--- config.mk ---
export PLATFORM = sky130hd
export DESIGN_NAME = delay_based_window_controller_flat
export DESIGN_NICKNAME = d
export VERILOG_FILES = /design/src/rtl/dbwc_pkg.sv /design/src/rtl/dbwc_if.sv /design/src/rtl/delay_based_window_controller.sv /design/src/flat_wrapper.sv
export SDC_FILE = /design/constraint.sdc
export NUM_CORES = 1
export LEC_CHECK = 0
export ABC_AREA = 1
export ABC_CLOCK_PERIOD_IN_PS = 5420
export BUFFER_PORTS_ARGS = -buffer_cell sky130_fd_sc_hd__buf_4
export CORE_UTILIZATION = 58
export DETAILED_ROUTE_END_ITERATION = 8
export PLACE_DENSITY = 0.88
export SETUP_SLACK_MARGIN = 0.02
export SYNTH_ARGS = -nofsm -noshare
export SYNTH_HDL_FRONTEND = slang
export SYNTH_SLANG_ARGS = --single-unit
--- constraint.sdc ---
create_clock -name clk -period 5.42 [get_ports clk]
set_clock_uncertainty 0.1 [all_clocks]
set_input_delay 0.271 -clock clk [delete_from_list [all_inputs] [get_ports clk]]
set_output_delay 0.271 -clock clk [all_outputs]
set_load 0.01 [all_outputs]
--- src/rtl/dbwc_pkg.sv ---
// Shared widths, constants and register codes for the delay-based window controller.
// No dependencies.
package dbwc_pkg;

  localparam int TIME_W      = 32;
  localparam int COUNT_W     = 8;
  localparam int MARGIN_W    = 10;
  localparam int CFG_INDEX_W = 3;
  localparam int CFG_DATA_W  = 10;

  localparam int WIN_W    = 24;
  localparam int WIN_FRAC = 16;
  localparam logic [WIN_W-1:0] WIN_MAX   = 24'hFFFFFF;
  localparam logic [WIN_W-1:0] WIN_RESET = 24'h320000;

  localparam int LEAST_W = 7;
  localparam logic [LEAST_W-1:0] LEAST_RESET = 7'd100;
  localparam int LEAST_SHIFT = 23;

  localparam int GAP_W  = 32;
  localparam int AVG_W  = 40;
  localparam int AVG_FRAC = 8;
  localparam logic [AVG_W-1:0] AVG_RESET = 40'd256;

  localparam int QUO_W     = 33;
  localparam int DIV_STEPS = 33;
  localparam int STEP_W    = 6;
  localparam logic [QUO_W-1:0] RECIP_NUM = 33'h1_0000_0000;

  localparam logic [COUNT_W-1:0]  MIN_WINDOW_RESET  = 8'd1;
  localparam logic [COUNT_W-1:0]  MAX_WINDOW_RESET  = 8'd35;
  localparam logic [COUNT_W-1:0]  QUEUE_FLOOR_RESET = 8'd10;
  localparam logic [MARGIN_W-1:0] RTT_MARGIN_RESET  = 10'd5;

  typedef enum logic [CFG_INDEX_W-1:0] {
    REG_MIN_WINDOW  = 3'd0,
    REG_MAX_WINDOW  = 3'd1,
    REG_QUEUE_FLOOR = 3'd2,
    REG_RTT_MARGIN  = 3'd3
  } cfg_reg_t;

endpackage

--- src/rtl/dbwc_if.sv ---
// Valid/ready channels of the window controller: acknowledgement in, window out.
// Depends on dbwc_pkg.
interface dbwc_ack_if;
  logic                        valid;
  logic                        ready;
  logic [dbwc_pkg::TIME_W-1:0] send_time;
  logic [dbwc_pkg::TIME_W-1:0] ack_time;
  modport source (output valid, output send_time, output ack_time, input ready);
  modport sink (input valid, input send_time, input ack_time, output ready);
endinterface

interface dbwc_win_if;
  logic                         valid;
  logic                         ready;
  logic [dbwc_pkg::COUNT_W-1:0] window_count;
  logic                         queue_seen;
  modport source (output valid, output window_count, output queue_seen, input ready);
  modport sink (input valid, input window_count, input queue_seen, output ready);
endinterface

--- src/rtl/delay_based_window_controller.sv ---
// Delay-based congestion window controller, top level.
// Depends on dbwc_pkg and the channel interfaces in dbwc_if.sv.
// One acknowledgement is processed at a time: ack.ready is low from acceptance until the
// result is loaded into the output register. Processing runs the 33-step restoring
// divider shared by the reciprocal and the queueing-case quotient.
// Reset (synchronous, active high) restores registers and controller state.
module delay_based_window_controller #(
  parameter int TIME_BITS = 32
) (
  input  logic                            clk,
  input  logic                            rst,
  input  logic                            cfg_we,
  input  logic [dbwc_pkg::CFG_INDEX_W-1:0] cfg_index,
  input  logic [dbwc_pkg::CFG_DATA_W-1:0]  cfg_data,
  dbwc_ack_if.sink                        ack,
  dbwc_win_if.source                      win
);

  typedef enum logic [8:0] {
    S_IDLE  = 9'b000000001,
    S_DIFF  = 9'b000000010,
    S_LEAST = 9'b000000100,
    S_EVAL  = 9'b000001000,
    S_AVG   = 9'b000010000,
    S_LOAD  = 9'b000100000,
    S_DIV   = 9'b001000000,
    S_FIN   = 9'b010000000,
    S_DONE  = 9'b100000000
  } state_t;

  localparam int THR_W = dbwc_pkg::MARGIN_W + 1;

  state_t state;

  logic [dbwc_pkg::COUNT_W-1:0]  min_window;
  logic [dbwc_pkg::COUNT_W-1:0]  max_window;
  logic [dbwc_pkg::COUNT_W-1:0]  queue_floor;
  logic [dbwc_pkg::MARGIN_W-1:0] rtt_margin;

  logic [dbwc_pkg::WIN_W-1:0]   window;
  logic [dbwc_pkg::LEAST_W-1:0] least;
  logic [TIME_BITS-1:0]         prev_ack;
  logic [dbwc_pkg::AVG_W-1:0]   gap_avg;

  logic [TIME_BITS-1:0]       send_q;
  logic [TIME_BITS-1:0]       ack_q;
  logic [TIME_BITS-1:0]       rtt;
  logic [TIME_BITS-1:0]       gap;
  logic [dbwc_pkg::GAP_W-1:0] gap_sat;
  logic                       queue;
  logic                       win_zero;

  logic [dbwc_pkg::AVG_W-1:0]  rem;
  logic [dbwc_pkg::QUO_W-1:0]  dq;
  logic [dbwc_pkg::AVG_W-1:0]  dvs;
  logic [dbwc_pkg::STEP_W-1:0] count;

  logic [dbwc_pkg::COUNT_W-1:0] out_window;
  logic                         out_queue;
  logic                         out_valid;

  logic [TIME_BITS+dbwc_pkg::TIME_W-1:0] send_ext;
  logic [TIME_BITS+dbwc_pkg::TIME_W-1:0] ack_ext;
  logic [TIME_BITS+dbwc_pkg::GAP_W-1:0]  gap_ext;
  logic [TIME_BITS-1:0]                  gap_raw;
  logic [THR_W-1:0]                      thr;
  logic [dbwc_pkg::AVG_W-1:0]            gq;
  logic [dbwc_pkg::AVG_W:0]              avg_sum;
  logic [dbwc_pkg::AVG_W:0]              shifted;
  logic [dbwc_pkg::AVG_W:0]              trial;
  logic [dbwc_pkg::QUO_W:0]              add_a;
  logic [dbwc_pkg::QUO_W:0]              add_b;
  logic [dbwc_pkg::QUO_W:0]              add_sum;
  logic [dbwc_pkg::WIN_W-1:0]            win_clamped;

  function automatic logic [dbwc_pkg::WIN_W-1:0] clamp_win(
    input logic [dbwc_pkg::WIN_W-1:0]   w,
    input logic [dbwc_pkg::COUNT_W-1:0] lo,
    input logic [dbwc_pkg::COUNT_W-1:0] hi
  );
    logic [dbwc_pkg::WIN_W-1:0] hi_f;
    logic [dbwc_pkg::WIN_W-1:0] lo_f;
    logic [dbwc_pkg::WIN_W-1:0] r;
    hi_f = {hi, {dbwc_pkg::WIN_FRAC{1'b0}}};
    lo_f = {lo, {dbwc_pkg::WIN_FRAC{1'b0}}};
    r = w;
    if (r > hi_f) r = hi_f;
    if (r < lo_f) r = lo_f;
    return r;
  endfunction

  assign send_ext = {{TIME_BITS{1'b0}}, ack.send_time};
  assign ack_ext  = {{TIME_BITS{1'b0}}, ack.ack_time};
  assign gap_raw  = ack_q - prev_ack;
  assign gap_ext  = {{dbwc_pkg::GAP_W{1'b0}}, gap};
  assign thr      = {{(THR_W-dbwc_pkg::LEAST_W){1'b0}}, least} + {1'b0, rtt_margin};
  assign gq       = {gap_sat, {dbwc_pkg::AVG_FRAC{1'b0}}};
  assign avg_sum  = {1'b0, gap_avg} + {1'b0, gq};
  assign shifted  = {rem, dq[dbwc_pkg::QUO_W-1]};
  assign trial    = shifted - {1'b0, dvs};
  assign win_clamped = clamp_win(window, min_window, max_window);

  always_comb begin
    if (queue) begin
      add_a = {1'b0, dq};
      add_b = {{(dbwc_pkg::QUO_W+1-dbwc_pkg::WIN_W){1'b0}}, queue_floor,
               {dbwc_pkg::WIN_FRAC{1'b0}}};
    end else begin
      add_a = {{(dbwc_pkg::QUO_W+1-dbwc_pkg::WIN_W){1'b0}}, window};
      if (win_zero) begin
        add_b = {{(dbwc_pkg::QUO_W+1-dbwc_pkg::WIN_W){1'b0}}, dbwc_pkg::WIN_MAX};
      end else begin
        add_b = {1'b0, dq};
      end
    end
    add_sum = add_a + add_b;
  end

  assign ack.ready        = (state == S_IDLE);
  assign win.valid        = out_valid;
  assign win.window_count = out_window;
  assign win.queue_seen   = out_queue;

  always_ff @(posedge clk) begin
    if (rst) begin
      min_window  <= dbwc_pkg::MIN_WINDOW_RESET;
      max_window  <= dbwc_pkg::MAX_WINDOW_RESET;
      queue_floor <= dbwc_pkg::QUEUE_FLOOR_RESET;
      rtt_margin  <= dbwc_pkg::RTT_MARGIN_RESET;
    end else if (cfg_we) begin
      case (cfg_index)
        dbwc_pkg::REG_MIN_WINDOW:  min_window  <= cfg_data[dbwc_pkg::COUNT_W-1:0];
        dbwc_pkg::REG_MAX_WINDOW:  max_window  <= cfg_data[dbwc_pkg::COUNT_W-1:0];
        dbwc_pkg::REG_QUEUE_FLOOR: queue_floor <= cfg_data[dbwc_pkg::COUNT_W-1:0];
        dbwc_pkg::REG_RTT_MARGIN:  rtt_margin  <= cfg_data;
        default: ;
      endcase
    end
  end

  always_ff @(posedge clk) begin
    if (rst) begin
      state     <= S_IDLE;
      out_valid <= 1'b0;
      window    <= dbwc_pkg::WIN_RESET;
      least     <= dbwc_pkg::LEAST_RESET;
      prev_ack  <= '0;
      gap_avg   <= dbwc_pkg::AVG_RESET;
    end else begin
      if (out_valid && win.ready && state != S_DONE) out_valid <= 1'b0;
      case (state)
        S_IDLE: begin
          if (ack.valid) begin
            send_q <= send_ext[TIME_BITS-1:0];
            ack_q  <= ack_ext[TIME_BITS-1:0];
            state  <= S_DIFF;
          end
        end
        S_DIFF: begin
          window <= win_clamped;
          rtt    <= ack_q - send_q;
          gap    <= (gap_raw == '0) ? {{(TIME_BITS-1){1'b0}}, 1'b1} : gap_raw;
          state  <= S_LEAST;
        end
        S_LEAST: begin
          if (rtt < {{(TIME_BITS-dbwc_pkg::LEAST_W){1'b0}}, least}) begin
            least <= rtt[dbwc_pkg::LEAST_W-1:0];
          end
          // gaps beyond 32 bits saturate
          if (gap_ext[TIME_BITS+dbwc_pkg::GAP_W-1:dbwc_pkg::GAP_W] != '0) begin
            gap_sat <= '1;
          end else begin
            gap_sat <= gap_ext[dbwc_pkg::GAP_W-1:0];
          end
          prev_ack <= ack_q;
          state    <= S_EVAL;
        end
        S_EVAL: begin
          queue <= (rtt >= {{(TIME_BITS-THR_W){1'b0}}, thr});
          state <= S_AVG;
        end
        S_AVG: begin
          if (queue) begin
            if (gq > gap_avg) begin
              gap_avg <= gq;
            end else begin
              gap_avg <= avg_sum[dbwc_pkg::AVG_W:1];
            end
          end
          state <= S_LOAD;
        end
        S_LOAD: begin
          rem   <= '0;
          count <= '0;
          if (queue) begin
            dq  <= {{(dbwc_pkg::QUO_W-dbwc_pkg::LEAST_W-dbwc_pkg::LEAST_SHIFT){1'b0}},
                    least, {dbwc_pkg::LEAST_SHIFT{1'b0}}};
            dvs <= (gap_avg == '0) ? {{(dbwc_pkg::AVG_W-1){1'b0}}, 1'b1} : gap_avg;
          end else begin
            dq  <= dbwc_pkg::RECIP_NUM;
            dvs <= {{(dbwc_pkg::AVG_W-dbwc_pkg::WIN_W){1'b0}}, window};
          end
          win_zero <= (window == '0);
          state    <= S_DIV;
        end
        S_DIV: begin
          if (!trial[dbwc_pkg::AVG_W]) begin
            rem <= trial[dbwc_pkg::AVG_W-1:0];
            dq  <= {dq[dbwc_pkg::QUO_W-2:0], 1'b1};
          end else begin
            rem <= shifted[dbwc_pkg::AVG_W-1:0];
            dq  <= {dq[dbwc_pkg::QUO_W-2:0], 1'b0};
          end
          count <= count + 1'b1;
          if (count == dbwc_pkg::STEP_W'(dbwc_pkg::DIV_STEPS - 1)) state <= S_FIN;
        end
        S_FIN: begin
          if (add_sum > {{(dbwc_pkg::QUO_W+1-dbwc_pkg::WIN_W){1'b0}}, dbwc_pkg::WIN_MAX}) begin
            window <= dbwc_pkg::WIN_MAX;
          end else begin
            window <= add_sum[dbwc_pkg::WIN_W-1:0];
          end
          state <= S_DONE;
        end
        S_DONE: begin
          if (!out_valid || win.ready) begin
            window     <= win_clamped;
            out_window <= win_clamped[dbwc_pkg::WIN_W-1:dbwc_pkg::WIN_FRAC];
            out_queue  <= queue;
            out_valid  <= 1'b1;
            state      <= S_IDLE;
          end
        end
        default: state <= S_IDLE;
      endcase
    end
  end

endmodule

--- src/flat_wrapper.sv ---
// flat-port wrapper written by rule: the top's interface ports become plain ports
module delay_based_window_controller_flat 
#(
  parameter int TIME_BITS = 32
)
  (clk, rst, cfg_we, cfg_index, cfg_data, ack_valid, ack_send_time, ack_ack_time, ack_ready, win_valid, win_window_count, win_queue_seen, win_ready);
  dbwc_ack_if ack_i ();
  dbwc_win_if win_i ();
  input  logic clk;
  input  logic rst;
  input  logic cfg_we;
  input  logic [dbwc_pkg::CFG_INDEX_W-1:0] cfg_index;
  input  logic [dbwc_pkg::CFG_DATA_W-1:0] cfg_data;
  input wire logic [$bits(ack_i.valid)-1:0] ack_valid;
  input wire logic [$bits(ack_i.send_time)-1:0] ack_send_time;
  input wire logic [$bits(ack_i.ack_time)-1:0] ack_ack_time;
  output wire logic [$bits(ack_i.ready)-1:0] ack_ready;
  output wire logic [$bits(win_i.valid)-1:0] win_valid;
  output wire logic [$bits(win_i.window_count)-1:0] win_window_count;
  output wire logic [$bits(win_i.queue_seen)-1:0] win_queue_seen;
  input wire logic [$bits(win_i.ready)-1:0] win_ready;
  assign ack_i.valid = ack_valid;
  assign ack_i.send_time = ack_send_time;
  assign ack_i.ack_time = ack_ack_time;
  assign ack_ready = ack_i.ready;
  assign win_valid = win_i.valid;
  assign win_window_count = win_i.window_count;
  assign win_queue_seen = win_i.queue_seen;
  assign win_i.ready = win_ready;
  delay_based_window_controller #(.TIME_BITS(TIME_BITS)) u_core (.clk(clk), .rst(rst), .cfg_we(cfg_we), .cfg_index(cfg_index), .cfg_data(cfg_data), .ack(ack_i), .win(win_i));
endmodule
# Yosys cells after proc, flatten, opt, wreduce, memory -nomap -nowiden
# Index checks and enable logic that the tools add are counted.
[word_totals]
reg_bits = 437
latch_bits = 0
ram_bits = 0
mem_bits_ro = 0
in_bits = 82
out_inout_bits = 11
elab_cells = 106
n_memories = 0
[op_classes]
n_addsub = 7
multipliers = 0
n_div = 0
n_lt_le_gt_ge = 6
n_eq_ne = 17
shifts = 0
n_mux = 24
bitwise = 2
reduce_logical = 26
[op_table]
columns = ["op", "n"]
rows = [
  ["$mux 24", 6],
  ["$mux 33", 3],
  ["$pmux 9 s9", 1],
  ["$mux 40", 2],
  ["$pmux 40 s2", 1],
  ["$pmux 24 s3", 1],
  ["$pmux 33 s2", 1],
  ["$sub 32x32->32", 2],
  ["$add 40x40->41", 1],
  ["$sub 41x40->41", 1],
  ["$gt 40x40->1", 1],
  ["$logic_not 40->1", 1],
  ["$add 33x34->34", 1],
  ["$gt 34x24->1 const B", 1],
  ["$mux 34", 1],
  ["$ge 32x11->1", 1],
  ["$logic_not 32->1", 1],
  ["$lt 32x7->1", 1],
  ["$mux 9", 3],
  ["$gt 24x24->1", 1],
  ["$logic_not 24->1", 1],
  ["$lt 24x24->1", 1],
  ["$reduce_and 2->1", 12],
  ["$pmux 6 s2", 1],
  ["27 further kinds", 36],
]

# Depth between registers and ports, before layout
[logic_depth]
depth_word = 6
mapped_depth = 27
depth_no_buf = 26

# Least setup slack after synthesis
# No wires, ideal clock.
[synth_timing]
kind = "reg2reg"
start = "register u_core.state[2]"
end = "register u_core.count[0] in the netlist's numbering (enable)"
setup_ps = 518
t_arrival_ps = 4487
t_required_ps = 4802
path_slack_ps = 314
stages_incl_launch_ff = 10
n_path_buf = 0
synth_period_minus_slack_ps = 5106
path_cell_list = "dfxtp_1 -> nor2_1 -> inv_1 -> nor2_2 -> inv_2 -> nor3_1 -> nand2_1 -> inv_2 -> nor2_1 -> nor2_1"
[synth_via]
elab_chain_cells = 3
word_cells_on_any_way = 4
classes_between = "eq/ne (2); reduce/logical (2)"
[synth_lines]
columns = ["item", "line", "text"]
rows = [
  ["start: declaration", "delay_based_window_controller.sv:33", "state_t state;"],
  ["start signal: assignment", "delay_based_window_controller.sv:143", "state <= S_IDLE;"],
  ["start signal: assignment", "delay_based_window_controller.sv:156", "state <= S_DIFF;"],
  ["start signal: assignment", "delay_based_window_controller.sv:163", "state <= S_LEAST;"],
  ["$eq 9x6->1 or $eq 9x7->1 (tied branches)", "delay_based_window_controller.sv:151", "case (state)"],
  ["$reduce_bool 2->1 (no line) *", "-", ""],
  ["$reduce_and 2->1 (no line) *", "-", ""],
  ["end signal: assignment", "delay_based_window_controller.sv:214", "count <= count + 1'b1;"],
  ["end: declaration", "delay_based_window_controller.sv:56", "logic [dbwc_pkg::STEP_W-1:0] count;"],
]
# Mark *: on every way between the ends. The rest lies on a longest branch, timed or not.
# A chain may end at the register's enable or synchronous reset.

# Final worst setup path
[layout_timing]
start = "register u_core.window[16] in the netlist's numbering"
end = "register u_core.window[8] in the netlist's numbering"
[layout_via]
elab_chain_cells = 6
word_cells_on_any_way = 10
classes_between = "add/sub (1); order compare (3); mux (6)"
[layout_lines]
columns = ["item", "line", "text"]
rows = [
  ["start: declaration", "delay_based_window_controller.sv:40", "logic [dbwc_pkg::WIN_W-1:0] window;"],
  ["start signal: assignment", "delay_based_window_controller.sv:145", "window <= dbwc_pkg::WIN_RESET;"],
  ["start signal: assignment", "delay_based_window_controller.sv:160", "window <= win_clamped;"],
  ["start signal: assignment", "delay_based_window_controller.sv:219", "window <= dbwc_pkg::WIN_MAX;"],
  ["parallel branches: the longest is 5 deep, another holds $add 33x34->34", "-", ""],
  ["$pmux 24 s3 *", "delay_based_window_controller.sv:151", ""],
]
# Mark *: on every way between the ends. The select of a mux whose other input is x is not followed.

==> flow_metrics.env <==
export IMPL_status="complete, no violations"
export IMPL_crit_chain="inv_1, ha_1, nand2_1, nor2_1, and2_1, nand3_1, nand2_1, inv_1, or2_2, o21ai_0, inv_1, ha_1, nand2_1, nor2_1, a211oi_1, nand2_1, nand2_1, nand2_2, nand2_1, a21oi_1"
export IMPL_finalHoldViolCount=0
export IMPL_antenna_found_initial=1
export IMPL_crit_buf_inv=3
export IMPL_crit_path_max_fanout=16
export IMPL_rsz0062_at_grt="no"
export IMPL_synthArstFlopShare=0
export IMPL_grt_busiest_layer="met2"
export IMPL_die_w_microns=225
export IMPL_grt_pass1_wl_microns=126000
export IMPL_clk_latency_ns=0.62
export IMPL_core_area_sq_mm=0.0491
export IMPL_crit_path_start_kind="flip-flop"
export IMPL_syn_area_sq_mm=0.0289
export IMPL_synth_edf_count=290
export IMPL_cts_root_buf="clkbuf_16"
export IMPL_ant_nets=0
export IMPL_fin_area_sq_mm=0.0326
export IMPL_met2_usage=0.514
export IMPL_ir_worst_vdd_v=0.000316
export IMPL_place_ws_ns=1.23
export IMPL_htreeDepth=2
export IMPL_clk_path_buf_depth=3
export IMPL_worstSetupPathType="flip-flop to flip-flop"
export IMPL_fin_crit_ns=4.35
export IMPL_finalCritPeriodShare=0.803
export IMPL_rows=81
export IMPL_slowest_stage="a211oi_1"
export IMPL_dieHeight_microns=225
export IMPL_cts_num_sinks=437
export IMPL_clk_pin_slew_ns=0.06
export IMPL_p_total_mw=9.37
export IMPL_netlist_area_leader_share=0.301
export IMPL_crit_top_cell="nand2_1"
export IMPL_slew_headroom=0.177
export IMPL_synth_seq_area_share=0.403
export IMPL_routed_wirelength_microns=78000
export IMPL_grt_start_max_net_pins=80
export IMPL_met1_usage=0.394
export IMPL_utilization=0.665
export IMPL_cts_tree="yes"
export IMPL_ys_types=60
export IMPL_timing_setup_tns_ns=0
export IMPL_holdWs_ns=0.0993
export IMPL_first_pass_iters=7
export IMPL_wl_per_cell_microns=17.2
export IMPL_drc=0
export IMPL_n_antenna_cell=0
export IMPL_end_kind="flip-flop"
export IMPL_drt_iter0_markers=2262
export IMPL_die_area_sq_mm=0.0508
export IMPL_post_cts_resized=0
export IMPL_grt_use_met3=0.0528
export IMPL_tightest_slew_ns=1.23
export IMPL_grt_overflow=0
export IMPL_io_buffers=92
export IMPL_hold_path_class="input port to flip-flop"
export IMPL_via_per_inst=5.72
export IMPL_power_leakage_nw=14.1
export IMPL_place_congestion=0.975
export IMPL_dp_hpwl_microns=55200
export IMPL_crit_path_max_incr_delay_ns=0.48
export IMPL_io_pins=93
export IMPL_synth_flop_cell="edfxtp_1"
export IMPL_numCtsBuffers=46
export IMPL_arrival_ns=4.69
export IMPL_dp_cells=4363
export IMPL_fin_ws_ns=1.07
export IMPL_cap_viol_max_count=0
export IMPL_fin_nets=4155
export IMPL_slew_violations=0
export IMPL_synthTopCellsByArea="edfxtp_1 (30%), ha_1 (10%), dfxtp_1 (10%), nand2_1 (8.9%), inv_1 (7.0%)"
export IMPL_synth_top_area_cell="edfxtp_1"
export IMPL_drive_gt1_frac=0.0727
export IMPL_yosys_warnings=0
export IMPL_fmax_ghz=0.230
export IMPL_setup_viol=0
export IMPL_dpl_cell_area_sq_mm=0.0302
export IMPL_syn_nets=3997
export IMPL_grt_use_total=0.308
export IMPL_cp_required_ns=5.76
export IMPL_power_density_mw_per_mm2=287
export IMPL_cp_top_family="simple AND/OR/NAND/NOR gates"
export IMPL_initial_core_util=0.590
export IMPL_syn_avg_cell_area_sq_um=7.89
export IMPL_via_count=25913
export IMPL_synth_cells=3670
export IMPL_instances_no_fill=4530
export IMPL_grt_pass1_vias=25048
export IMPL_synthToLayoutAreaGrowth_pct=12.7
export IMPL_synth_seq_cells=437
final timing paths:
check / slack (ns) / from / to / depth (start not counted)
max: 1.07 / u_core.window[16]$_SDFFE_PP0P_ / u_core.window[8]$_SDFFE_PP0P_ / 20
min: 0.1 / cfg_we / u_core.min_window[0]$_SDFFE_PP1P_ / 6
max reg2reg: 1.07 / u_core.window[16]$_SDFFE_PP0P_ / u_core.window[8]$_SDFFE_PP0P_ / 20
min reg2reg: 0.31 / u_core.gap[20]$_SDFFCE_PN0P_ / u_core.gap_sat[20]$_DFFE_PP_ / 0
cell families (layout without fill, tap and decap cells):
logic type | count (synthesis) | count (layout) | synth area share
DFF | 437 | 437 | 0.403
AOI/OAI and AO/OA | 828 | 828 | 0.160
and+or+nand+nor | 1402 | 1402 | 0.207
xor gates and xnor gates | 132 | 132 | 0.0399
adders and majority gates | 245 | 245 | 0.107
buffers and inverters | 626 | 822 | 0.0839
flip-flops by register name (all words and copies together), names as in the netlist, 9 cells and up:
register	cells
u_core.prev_ack	32
u_core.gap_sat	32
u_core.rem	40
u_core.dvs	40
u_core.send_q	32
u_core.gap_avg	40
u_core.rtt	32
u_core.dq	33
u_core.rtt_margin	10
u_core.gap	32
u_core.state	9
u_core.window	24
u_core.ack_q	32
cell usage in the layout, fill, tap and decap left out, types with 36 or more instances in the layout:
| cell | count |
|---|---|
| clkbuf_16 | 48 |
| inv_1 | 536 |
| o21bai_1 | 36 |
| xnor2_1 | 36 |
| nor3_1 | 39 |
| nor2_1 | 377 |
| edfxtp_1 | 290 |
| a21oi_1 | 348 |
| xor2_1 | 96 |
| a31oi_1 | 36 |
| nand3_1 | 140 |
| o21ai_0 | 268 |
| dlygate4sd3_1 | 81 |
| dfxtp_1 | 147 |
| nand2_1 | 686 |
| o211ai_1 | 36 |
| ha_1 | 239 |
| buf_4 | 105 |
cell type report:
| cell class | count | area (sq um) |
|---|---|---|
| Fill cell | 3976 | 16400 |
| Multi-Input combinational cell | 2607 | 14900 |
| Sequential cell | 437 | 11700 |
| Inverter | 550 | 2070 |
| Timing Repair Buffer | 186 | 1600 |
| Clock buffer | 57 | 1270 |
| Tap cell | 664 | 831 |
| Clock inverter | 29 | 275 |
synthesized netlist by cell type, drive strengths merged (2+ instances only):
| cell | instances |
|---|---|
| a2111oi | 2 |
| a211oi | 13 |
| a21boi | 10 |
| a21o | 21 |
| a21oi | 351 |
| a221oi | 4 |
| a31oi | 36 |
| and2 | 8 |
| and3 | 6 |
| buf | 24 |
| clkbuf | 52 |
| dfxtp | 147 |
| edfxtp | 290 |
| fa | 6 |
| ha | 239 |
| inv | 549 |
| nand2 | 713 |
| nand3 | 152 |
| nand3b | 6 |
| nand4 | 34 |
| nor2 | 395 |
| nor3 | 41 |
| nor3b | 2 |
| nor4 | 29 |
| o211ai | 36 |
| o21a | 11 |
| o21ai | 299 |
| o21bai | 36 |
| o221ai | 4 |
| or2 | 15 |
| xnor2 | 36 |
| xor2 | 96 |
routing by layer:
metal / up-vias / share of wire / routed length, microns
met5: - / 0.00014 / 11
met4: 2 / 0.042 / 3290
met3: 245 / 0.075 / 5810
met2: 1090 / 0.47 / 36500
met1: 11941 / 0.42 / 32400
li1: 12635 / - / -
timing repair:
action	in CTS	in global routing
hold endpoints to repair	101	0
hold buffers	81	0
setup buffers	0	0
report_power, final:
group          switching [mW]  total (mW)  internal [mW]
clock network            1.43        3.26           1.84
logic                    1.42        2.18          0.762
registers               0.108        3.93           3.82
total                    2.95        9.37           6.42
tightest hold or removal path: stages:
cell and delay, ns:
buf_4 0.11, inv_1 0.04, nor2_1 0.04, nand2_1 0.09, nor2_1 0.07, o211ai_1 0.15
(Power assumes the default switching activity.)
